<file path="src/rtl/core/tiew_pkg.sv">
// Shared types and constants of the Tomasulo issue, execute and write-back block.
`timescale 1ns / 1ps
package tiew_pkg;

  localparam int DATA_W   = 32;
  localparam int TAG_W    = 4;
  localparam int LAT_W    = 6;
  localparam int NUM_OPS  = 6;
  localparam int OP_W     = 3;
  localparam int RFLD_W   = 5;
  localparam int OFF_W    = 16;
  localparam int MODE_W   = 2;
  localparam int KIND_W   = 2;
  localparam int CADDR_W  = 5;

  localparam logic [OP_W-1:0] OP_ADD   = 3'd0;
  localparam logic [OP_W-1:0] OP_SUB   = 3'd1;
  localparam logic [OP_W-1:0] OP_MUL   = 3'd2;
  localparam logic [OP_W-1:0] OP_DIV   = 3'd3;
  localparam logic [OP_W-1:0] OP_LOAD  = 3'd4;
  localparam logic [OP_W-1:0] OP_STORE = 3'd5;

  localparam logic [MODE_W-1:0] MODE_CYCLE   = 2'd0;
  localparam logic [MODE_W-1:0] MODE_PRELOAD = 2'd1;
  localparam logic [MODE_W-1:0] MODE_READ    = 2'd2;

  typedef enum logic [KIND_W-1:0] {
    KIND_END   = 2'd0,
    KIND_BCAST = 2'd1,
    KIND_STORE = 2'd2,
    KIND_READ  = 2'd3
  } tiew_kind_e;

  typedef enum logic [1:0] {
    RD_SRC1   = 2'd0,
    RD_SRC2   = 2'd1,
    RD_TARGET = 2'd2
  } tiew_rd_sel_e;

  typedef enum logic [1:0] {
    RES_ALU = 2'd0,
    RES_MUL = 2'd1,
    RES_DIV = 2'd2
  } tiew_res_src_e;

  typedef logic [NUM_OPS-1:0][LAT_W-1:0] tiew_lat_t;

  localparam tiew_lat_t LAT_RST = {6'd2, 6'd2, 6'd40, 6'd10, 6'd2, 6'd2};

  typedef struct packed {
    logic          in_ready;
    logic          preload;
    logic          rd_en;
    tiew_rd_sel_e  rd_sel;
    logic          cap1;
    logic          commit;
    logic          cycle_inc;
    logic          exec;
    logic          scan_start;
    logic          scan_next;
    logic          mul_ld;
    logic          div_start;
    logic          res_ld;
    tiew_res_src_e res_src;
    logic          bcast;
    logic          free_st;
    logic          emit;
    tiew_kind_e    emit_kind;
  } tiew_cmd_t;

  typedef struct packed {
    logic              in_fire;
    logic [MODE_W-1:0] mode;
    logic              can_issue;
    logic              scan_end;
    logic              cur_fin;
    logic [OP_W-1:0]   cur_op;
    logic              div_done;
    logic              out_free;
  } tiew_status_t;

endpackage

</file>
<file path="src/rtl/core/tiew_ctrl.sv">
// Controller state machine sequencing preload, register read, issue, execute and the serial write-back scan.
`timescale 1ns / 1ps
module tiew_ctrl import tiew_pkg::*; (
  input  logic         clk_i,
  input  logic         rst_ni,
  input  tiew_status_t status_i,
  output tiew_cmd_t    cmd_o
);
  typedef enum logic [3:0] {
    S_IDLE, S_DECODE, S_SRC2, S_COMMIT, S_EXEC, S_SCAN, S_MUL, S_DIV, S_BC, S_READ
  } state_e;

  state_e state_q, state_d;

  always_ff @(posedge clk_i or negedge rst_ni) begin
    if (!rst_ni) begin
      state_q <= S_IDLE;
    end else begin
      state_q <= state_d;
    end
  end

  always_comb begin
    cmd_o   = '0;
    state_d = state_q;
    case (state_q)
      S_IDLE: begin
        cmd_o.in_ready = 1'b1;
        if (status_i.in_fire) state_d = S_DECODE;
      end
      S_DECODE: begin
        case (status_i.mode)
          MODE_CYCLE: begin
            cmd_o.cycle_inc = 1'b1;
            if (status_i.can_issue) begin
              cmd_o.rd_en  = 1'b1;
              cmd_o.rd_sel = RD_SRC1;
              state_d      = S_SRC2;
            end else begin
              state_d = S_EXEC;
            end
          end
          MODE_PRELOAD: begin
            cmd_o.preload = 1'b1;
            state_d       = S_IDLE;
          end
          MODE_READ: begin
            cmd_o.rd_en  = 1'b1;
            cmd_o.rd_sel = RD_TARGET;
            state_d      = S_READ;
          end
          default: state_d = S_IDLE;
        endcase
      end
      S_SRC2: begin
        cmd_o.cap1   = 1'b1;
        cmd_o.rd_en  = 1'b1;
        cmd_o.rd_sel = RD_SRC2;
        state_d      = S_COMMIT;
      end
      S_COMMIT: begin
        cmd_o.commit = 1'b1;
        state_d      = S_EXEC;
      end
      S_EXEC: begin
        cmd_o.exec       = 1'b1;
        cmd_o.scan_start = 1'b1;
        state_d          = S_SCAN;
      end
      S_SCAN: begin
        if (status_i.scan_end) begin
          if (status_i.out_free) begin
            cmd_o.emit      = 1'b1;
            cmd_o.emit_kind = KIND_END;
            state_d         = S_IDLE;
          end
        end else if (!status_i.cur_fin) begin
          cmd_o.scan_next = 1'b1;
        end else if (status_i.cur_op == OP_STORE) begin
          if (status_i.out_free) begin
            cmd_o.emit      = 1'b1;
            cmd_o.emit_kind = KIND_STORE;
            cmd_o.free_st   = 1'b1;
            cmd_o.scan_next = 1'b1;
          end
        end else if (status_i.cur_op == OP_MUL) begin
          cmd_o.mul_ld = 1'b1;
          state_d      = S_MUL;
        end else if (status_i.cur_op == OP_DIV) begin
          cmd_o.div_start = 1'b1;
          state_d         = S_DIV;
        end else begin
          cmd_o.res_ld  = 1'b1;
          cmd_o.res_src = RES_ALU;
          state_d       = S_BC;
        end
      end
      S_MUL: begin
        cmd_o.res_ld  = 1'b1;
        cmd_o.res_src = RES_MUL;
        state_d       = S_BC;
      end
      S_DIV: begin
        if (status_i.div_done) begin
          cmd_o.res_ld  = 1'b1;
          cmd_o.res_src = RES_DIV;
          state_d       = S_BC;
        end
      end
      S_BC: begin
        if (status_i.out_free) begin
          cmd_o.bcast     = 1'b1;
          cmd_o.emit      = 1'b1;
          cmd_o.emit_kind = KIND_BCAST;
          cmd_o.scan_next = 1'b1;
          state_d         = S_SCAN;
        end
      end
      S_READ: begin
        if (status_i.out_free) begin
          cmd_o.emit      = 1'b1;
          cmd_o.emit_kind = KIND_READ;
          state_d         = S_IDLE;
        end
      end
      default: state_d = S_IDLE;
    endcase
  end
endmodule

</file>
<file path="config.mk">
export PLATFORM = sky130hd
export DESIGN_NAME = tiew_ctrl
export DESIGN_NICKNAME = d
export VERILOG_FILES = /design/src/rtl/core/tiew_pkg.sv /design/src/rtl/core/tiew_ctrl.sv
export SDC_FILE = /design/constraint.sdc
export NUM_CORES = 1
export LEC_CHECK = 0
export BUFFER_PORTS_ARGS = -buffer_cell sky130_fd_sc_hd__buf_4
export CAP_MARGIN = 20
export CORE_MARGIN = 2
export CORE_UTILIZATION = 40
export DETAILED_ROUTE_END_ITERATION = 10
export PLACE_DENSITY_LB_ADDON = 0.05
export SYNTH_ARGS = -nofsm -noshare
export SYNTH_HDL_FRONTEND = slang
export SYNTH_SLANG_ARGS = --single-unit
export TNS_END_PERCENT = 10
</file>
<file path="constraint.sdc">
create_clock -name clk_i -period 1.73 [get_ports clk_i]
set_input_delay 0.346 -clock clk_i [delete_from_list [all_inputs] [get_ports clk_i]]
set_output_delay 0.346 -clock clk_i [all_outputs]
set_load 0.05 [all_outputs]
</file>
Word level (Yosys, flattened, before mapping)
Cells that the tools add are included.

operators by class
  equality and inequality tests = 19
  bitwise logic cells = 0
  shift operators = 0
  divide/modulo/power cells = 0
  $add $sub $neg = 0
  multiply operators = 0
  mux-type cells = 48
  $lt $le $gt $ge = 0
  reduce and logical (&&, ||, !) cells = 3

operator list
  kind                                                  number
  2-to-1 mux 4 bit                                      13
  one-hot mux 4 bit (10 select lines)                   1
  2-to-1 mux 3 bit                                      8
  one-hot mux 3 bit (3 select lines)                    2
  equality test 4 x 3 -> 1 bit (second input constant)  4
  2-to-1 mux 1 bit                                      15
  one-hot mux 3 bit (2 select lines)                    2
  2-to-1 mux 5 bit                                      2
  equality test 4 x 2 -> 1 bit (second input constant)  2
  equality test 4 bit (second input constant)           2
  one-hot mux 4 bit (2 select lines)                    1
  equality test 3 x 2 -> 1 bit (second input constant)  2
  2-to-1 mux 6 bit                                      1
  inequality test 2 bit (second input constant)         3
  inequality test 3 bit (second input constant)         2
  AND reduction 5 bit                                   1
  equality test 4 x 1 -> 1 bit (second input constant)  1
  logical NOT 4 bit                                     1
  2-to-1 mux 2 bit                                      2
  equality test 3 bit (second input constant)           1
  equality test 2 x 1 -> 1 bit (second input constant)  1
  equality test 2 bit (second input constant)           1
  logical NOT 2 bit                                     1
  one-hot mux 1 bit (2 select lines)                    1

storage, ports and cells
  memories kept = 0
  memory bits (read-only) = 0
  memory bits (writable) = 0
  output and inout bits = 21
  input bits = 13
  latch bits = 0
  bits in registers = 4
  word-level logic and storage cells = 71

Longest topological paths before layout
Gate-level depths: netlist (run 1).

  depth after elaboration = 7
  gate-level depth with buffers = 6
  mapped depth without buffers = 4

Worst setup path after synthesis (run 1)
OpenSTA, ideal clock, no wires.

  path type = register -> output
  from = register state_q[2]
  to = output cmd_o[12] (netlist bit)
  required time = 1.384 ns
  stages on the path, launching flop included = 6
  setup slack = -0.967 ns
  path buffers = 3
  data arrival time = 2.351 ns
  cell sequence = dfrtp_1 -> buf_6 -> clkbuf_1 -> nand2_1 -> nor3_1 -> buf_4

RTL lines
  item                    RTL line         text
  start, declared         tiew_ctrl.sv:13  state_e state_q, state_d;
  start signal, assigned  tiew_ctrl.sv:19  state_q <= state_d;
  end, declared           tiew_ctrl.sv:7   output tiew_cmd_t cmd_o

==> impl_metrics.toml, run 1 <==
[status]
outcome = "finished with violations"
violations = "setup timing"

[final_layout]
layout_common_cells = "35 x buf_4, 19 x buf_6, 6 x nor3_2, 5 x nand2_1, 5 x nor2_1"
drive_gt1_frac = 0.669
top_register = "state_q"
syn_to_final_growth_pct = 108
stdcell_count = 164
final_area_um2 = 1430
final_nets = 163
largest_register_ffs = 4
layout_commonest_cell = "buf_4"
n_antenna_cell = 0
reg_top3 = "state_q: 4 flops"

[clock_network]
cts_tree = "done"
cts_buffer_depth = 2
htreeDepth = 1
insertion_delay_ns = 0.25
root_buffer = "clkbuf_4"
cts_buffers = 3
clk_pin_slew_ns = 0.04
clkSinkCount = 4

[power]
seqPwrFrac = 0.075
pwr-share-comb = 0.865
p_leak_nw = 0.621
finalPower_mw = 2.11
power.switching_mw = 1.12
p_sw_frac = 0.532
irDropWorstVdd_v = 0.00118
clkPwrFrac = 0.060
power_density_nw_per_um2 = 1480
intPower_mw = 0.991

[timing]
fmax_mhz = 469
finalSetupViolCount = 24
rsz0062_at_grt = "true"
fin_skew_ns = 0.00821
setup_slack_ns = -0.403
worstMarginPinSlew_ns = 0.476
finalCritPeriodShare = 1.23
final_max_slew_viol_count = 0
hold_viol_final = 0
slew_headroom = 0.683
min_period_ns = 2.13
setup-tns-final_ns = -4.09

[floorplanning]
row_count = 14
core_area_um2 = 1560
io_pins = 34
die_w_um = 45.4
die_h_um = 45.4
die_area_um2 = 2060
initial_core_util = 0.440

[setup_path]
worstSetupPathType = "reg -> out"
max_stage_delay_ns = 0.57
r2r_slack_ns = -0.23
path_cells = "or4b_4, buf_4, nor3b_4, buf_6"
startpoint_type = "flip-flop"
slowest_stage = "or4b_4"
endpoint_kind = "primary output"
crit_start = "state_q[3]"
path_max_fanout = 2
arrival_ns = 1.79
r2r-start = "state_q[1]"
rr_worst_depth = 8
crit_required_ns = 1.38
r2r-end = "state_q[0]"
crit_path_end = "cmd_o[19]"

[synthesis]
mappedNetlistArea_um2 = 686
synthMuxAreaShare = 0
synth_compound_area_frac = 0.279
ys_ff_latch = 4
synth-simple-area-share = 0.465
ys_async_sr_fraction = 1.00
ys_types = 41
synth_fa_ha_area_frac = 0
dominantRegCellSynth = "dfrtp_1"
ys_warn_count = 0
syn_area_per_cell_um2 = 7.07
synth_edf_count = 0
synth_xor_area_frac = 0
synth_nets = 110
synth_top_family_by_area = "simple AND/OR/NAND/NOR gates"
yosysSeqAreaShare = 0.146
synth_cells = 97

[detailed_routing]
drt_drc_violations_left = 0
drtAntennaViolNets = 0
wirelength_um = 3770
vias = 1158
drt-initial-drc-count = 32
vias_per_cell = 7.06
wl_per_cell_um = 23.0
firstDrtPassIters = 6

[grt]
grt.busiest_layer = "met2"
groute.usage.overall = 0.310
antenna_found_initial = 0
grtUsageMet2 = 0.530
use_met1 = 0.388
grt_max_degree = 14
grt_pass1_vias = 946
gr-total-overflow = 0
grt_first_pass_wirelength_um = 4540
use_met3 = 0.0595

[placed_design]
pre_cts_ws_ns = -0.117
numPortBuffers = 33
routabilityCongestion = 0.871
dp.cells = 158
hpwl_um = 1760
place_area_um2 = 1110

[job]
maxCapViolations = 0

[min_path]
hold_path_class = "in -> reg"
-- cell type report --
cell class              count  area, um2
fillers                    63        133
inverters                   4       17.5
clock buffers               3       22.5
repair buffers             59        552
well taps                  16       20.0
multi-input cells          78        714
flip-flops and latches      4        100
-- stage by stage --
step | hold slack, ns | util
floorplan | 0.0504 | -
global placement | 0.141 | 0.713
detailed placement | 0.143 | 0.713
CTS | 0.342 | 0.848
global route | 0.363 | 0.915
finish | 0.352 | 0.915
-- worst max-delay path: cells and delay by family, from the launching register on --
kind / cells / cell delay (ns)
buffers and inverters: 2 / 0.37
flip-flops: 1 / 0.38
AND/OR/NAND/NOR: 2 / 0.78
-- power groups by stage --
stage          sequential, mW  clock [mW]  combinational (mW)
2_1_floorplan           0.147           0               0.939
3_3_place_gp            0.151           0                1.36
4_1_cts                 0.155       0.128                1.58
6_report                0.159       0.127                1.83
3_5_place_dp            0.154           0                1.38
5_1_grt                 0.163       0.137                1.88
-- metal layers --
metal,wire length (um),up-vias
met2,1870,95
met3,301,37
met4,238,0
met1,1360,561
met5,0,-
li1,-,465
-- cells by family (layout without fill, tap and decap cells) --
| group | Yosys count | in the layout |
|---|---|---|
| compound gates | 27 | 27 |
| buf+inv | 15 | 66 |
| simple gates | 51 | 51 |
| flops | 4 | 4 |
-- worst min path at each step --
| stage | slack (ns) | startpoint | endpoint | cells past startpoint |
|---|---|---|---|---|
| 2_1_floorplan | 0.05 | rst_ni | state_q[0] | 0 |
| 3_3_place_gp | 0.14 | rst_ni | state_q[0] | 1 |
| 3_5_place_dp | 0.14 | rst_ni | state_q[0] | 1 |
| 4_1_cts | 0.34 | status_i[1] | state_q[1] | 2 |
| 5_1_grt | 0.36 | status_i[1] | state_q[1] | 2 |
| 6_report | 0.35 | status_i[1] | state_q[1] | 2 |
-- what timing repair did --
action / CTS / global route
hold endpoints to repair: 4 / 0
setup endpoints to repair: 23 / 25
pin swaps: 9 / 4
resized for setup: 42 / 20
hold buffers: 1 / 0
setup buffers: 0 / 2
-- synth_stat cells, types with 3 or more instances --
master	instances	area share
a21oi_1	4	0.029
buf_2	3	0.022
clkbuf_1	5	0.027
dfrtp_1	4	0.15
inv_1	4	0.022
nand2_1	7	0.038
nand2b_1	6	0.055
nand3b_1	3	0.033
nor2_1	10	0.055
nor3_1	9	0.066
o21ai_0	6	0.044
(Power assumes the default switching activity.)
==> run 2: changes to the inputs <==
--- a/config.mk
+++ b/config.mk
@@ -5,6 +5,7 @@
 export SDC_FILE = /design/constraint.sdc
 export NUM_CORES = 1
 export LEC_CHECK = 0
+export ABC_AREA = 1
 export BUFFER_PORTS_ARGS = -buffer_cell sky130_fd_sc_hd__buf_4
 export CAP_MARGIN = 20
 export CORE_MARGIN = 2
==> impl_metrics.toml, run 2 <==
[setup_path]
arrival_ns = 1.48
slowest_stage = "dfrtp_2"
startpoint_type = "flip-flop"
cp_top_family = "flip-flops"
path_cells = "inv_1, nor2_2, nand2_1, o21ai_2, or2_1, buf_4"
worstSetupPathType = "reg -> out"
max_stage_delay_ns = 0.44
crit_buf_inv = 2
endpoint_kind = "primary output"
path_max_fanout = 7
crit_required_ns = 1.38

[detailed_routing]
drt-initial-drc-count = 10
drtAntennaViolNets = 0
drt_drc_violations_left = 0
wl_per_cell_um = 12.0
vias_per_cell = 5.09
wirelength_um = 2100
vias = 895
firstDrtPassIters = 4

[synthesis]
syn_area_per_cell_um2 = 5.41
ys_ff_latch = 4
synth_cells = 120
ys_async_sr_fraction = 1.00
synth_edf_count = 0
synth.area.top_cells = "nand2_1 18%, dfrtp_1 15%, nor2_1 11%"
yosysSeqAreaShare = 0.154
yosysMostFrequentCell = "nand2_1"
yosysTopAreaCellShare = 0.179
ys_types = 20
yosys-top-cells-count = "31 x nand2_1, 19 x nor2_1, 18 x inv_1"
ys_warn_count = 0
dominantRegCellSynth = "dfrtp_1"
synth_nets = 133
synth_top_cell_by_area = "nand2_1"
mappedNetlistArea_um2 = 649

[final_layout]
drive_gt1_frac = 0.463
fill_cells = 141
top_register = "state_q"
reg_top3 = "state_q: 4 flops"
stdcell_count = 176
layout_commonest_cell = "nand2_1"
final_nets = 175
largest_register_ffs = 4
multi_input_area_um2 = 499
seq_area_um2 = 105
n_antenna_cell = 0
syn_to_final_growth_pct = 66.5
layout_common_cells = "31 x nand2_1, 30 x buf_4, 18 x inv_1, 15 x nor2_1, 13 x nand3_1"

[placed_design]
numPortBuffers = 33
routabilityCongestion = 0.875
dp.cells = 168
hpwl_um = 1640

[floorplanning]
io_pins = 34
row_count = 14
core_area_um2 = 1510
initial_core_util = 0.431
die_area_um2 = 1960
die_w_um = 44.3
die_h_um = 44.3

[grt]
grt_first_pass_wirelength_um = 3420
groute.usage.overall = 0.232
grt_pass1_vias = 809
antenna_found_initial = 0
gr-total-overflow = 0
grt_max_degree = 8

[job]
maxCapViolations = 0

[clock_network]
cts_buffer_depth = 2
cts_tree = "done"
htreeDepth = 1
insertion_delay_ns = 0.24
clkSinkCount = 4
clk_pin_slew_ns = 0.04
cts_buffers = 3
root_buffer = "clkbuf_4"

[min_path]
hold_path_class = "in -> async"

[status]
violations = "setup timing"
outcome = "finished with violations"

[power]
power_density_nw_per_um2 = 1620
finalPower_mw = 1.76
p_leak_nw = 0.627
pwr-share-comb = 0.797
power.switching_mw = 1.06
intPower_mw = 0.699
irDropWorstVdd_v = 0.000742
seqPwrFrac = 0.137
p_sw_frac = 0.602
clkPwrFrac = 0.066

[timing]
min_period_ns = 1.82
finalSetupViolCount = 7
slew_headroom = 0.810
finalCritPeriodShare = 1.05
final_max_slew_viol_count = 0
worstMarginPinSlew_ns = 0.285
rsz0062_at_grt = "true"
fin_skew_ns = 0.00568
fmax_mhz = 548
setup_slack_ns = -0.0947
hold_viol_final = 0
## run 2: cell type report
cell class / instances / share of cell area
Tap cell: 16 / 0.0185
Clock buffer: 3 / 0.0208
Sequential cell: 4 / 0.0972
Timing Repair Buffer: 41 / 0.322
Multi-Input combinational cell: 89 / 0.462
Inverter: 23 / 0.0799
## run 2: path summary, 6_finish.rpt
| check | from | endpoint | slack [ns] | cells past startpoint |
|---|---|---|---|---|
| max in group asynchronous | rst_ni | state_q[2] | 1.17 | 2 |
| hold reg to reg | state_q[0] | state_q[2] | 0.73 | 3 |
| setup / recovery | state_q[0] | cmd_o[18] | -0.09 | 6 |
| setup reg to reg | state_q[3] | state_q[0] | 0.32 | 9 |
| min in group clk_i | status_i[1] | state_q[1] | 0.51 | 4 |
| hold / removal | rst_ni | state_q[3] | 0.44 | 2 |
## run 2: power groups by stage
stage          Combinational [mW]  Sequential (mW)  Clock, mW
2_1_floorplan               0.990            0.172          0
3_3_place_gp                 1.24            0.217          0
3_5_place_dp                 1.25            0.223          0
4_1_cts                      1.32            0.236      0.121
5_1_grt                      1.52            0.246      0.128
6_report                     1.40            0.241      0.115
## run 2: per-layer routing
layer	GRT usage	vias to the layer above	part of all wire
met5	0	-	0
met4	0.0667	0	0.018
met3	0.0367	4	0.057
met2	0.385	33	0.50
met1	0.310	406	0.42
li1	-	452	-
## run 2: what timing repair did
item                                   in CTS  in global routing
resized for setup                          11                 13
gates cloned                                0                  0
setup buffers                               3                  1
endpoints found under the hold margin       4                  0
pin swaps                                   0                  1
setup endpoints to repair                  12                 14
hold buffers                                1                  0
## run 2: logic make-up after synthesis
kind of cell,share of synthesized area
compound gates,0.0751
buf+inv,0.185
flops,0.154
simple gates,0.586
## run 2: stage by stage
stage / util / setup TNS [ns] / instance area [um2] / hold slack (ns) / worst slack (ns)
3_5_place_dp: 0.619 / 0 / 932 / 0.143 / 0.0928
2_1_floorplan: - / -1.97 / 676 / 0.0504 / -0.344
6_report: 0.718 / -0.431 / 1080 / 0.441 / -0.0947
3_3_place_gp: 0.619 / 0 / 932 / 0.143 / 0.0995
5_1_grt: 0.718 / -1.13 / 1080 / 0.450 / -0.144
4_1_cts: 0.679 / -0.484 / 1020 / 0.433 / -0.0906
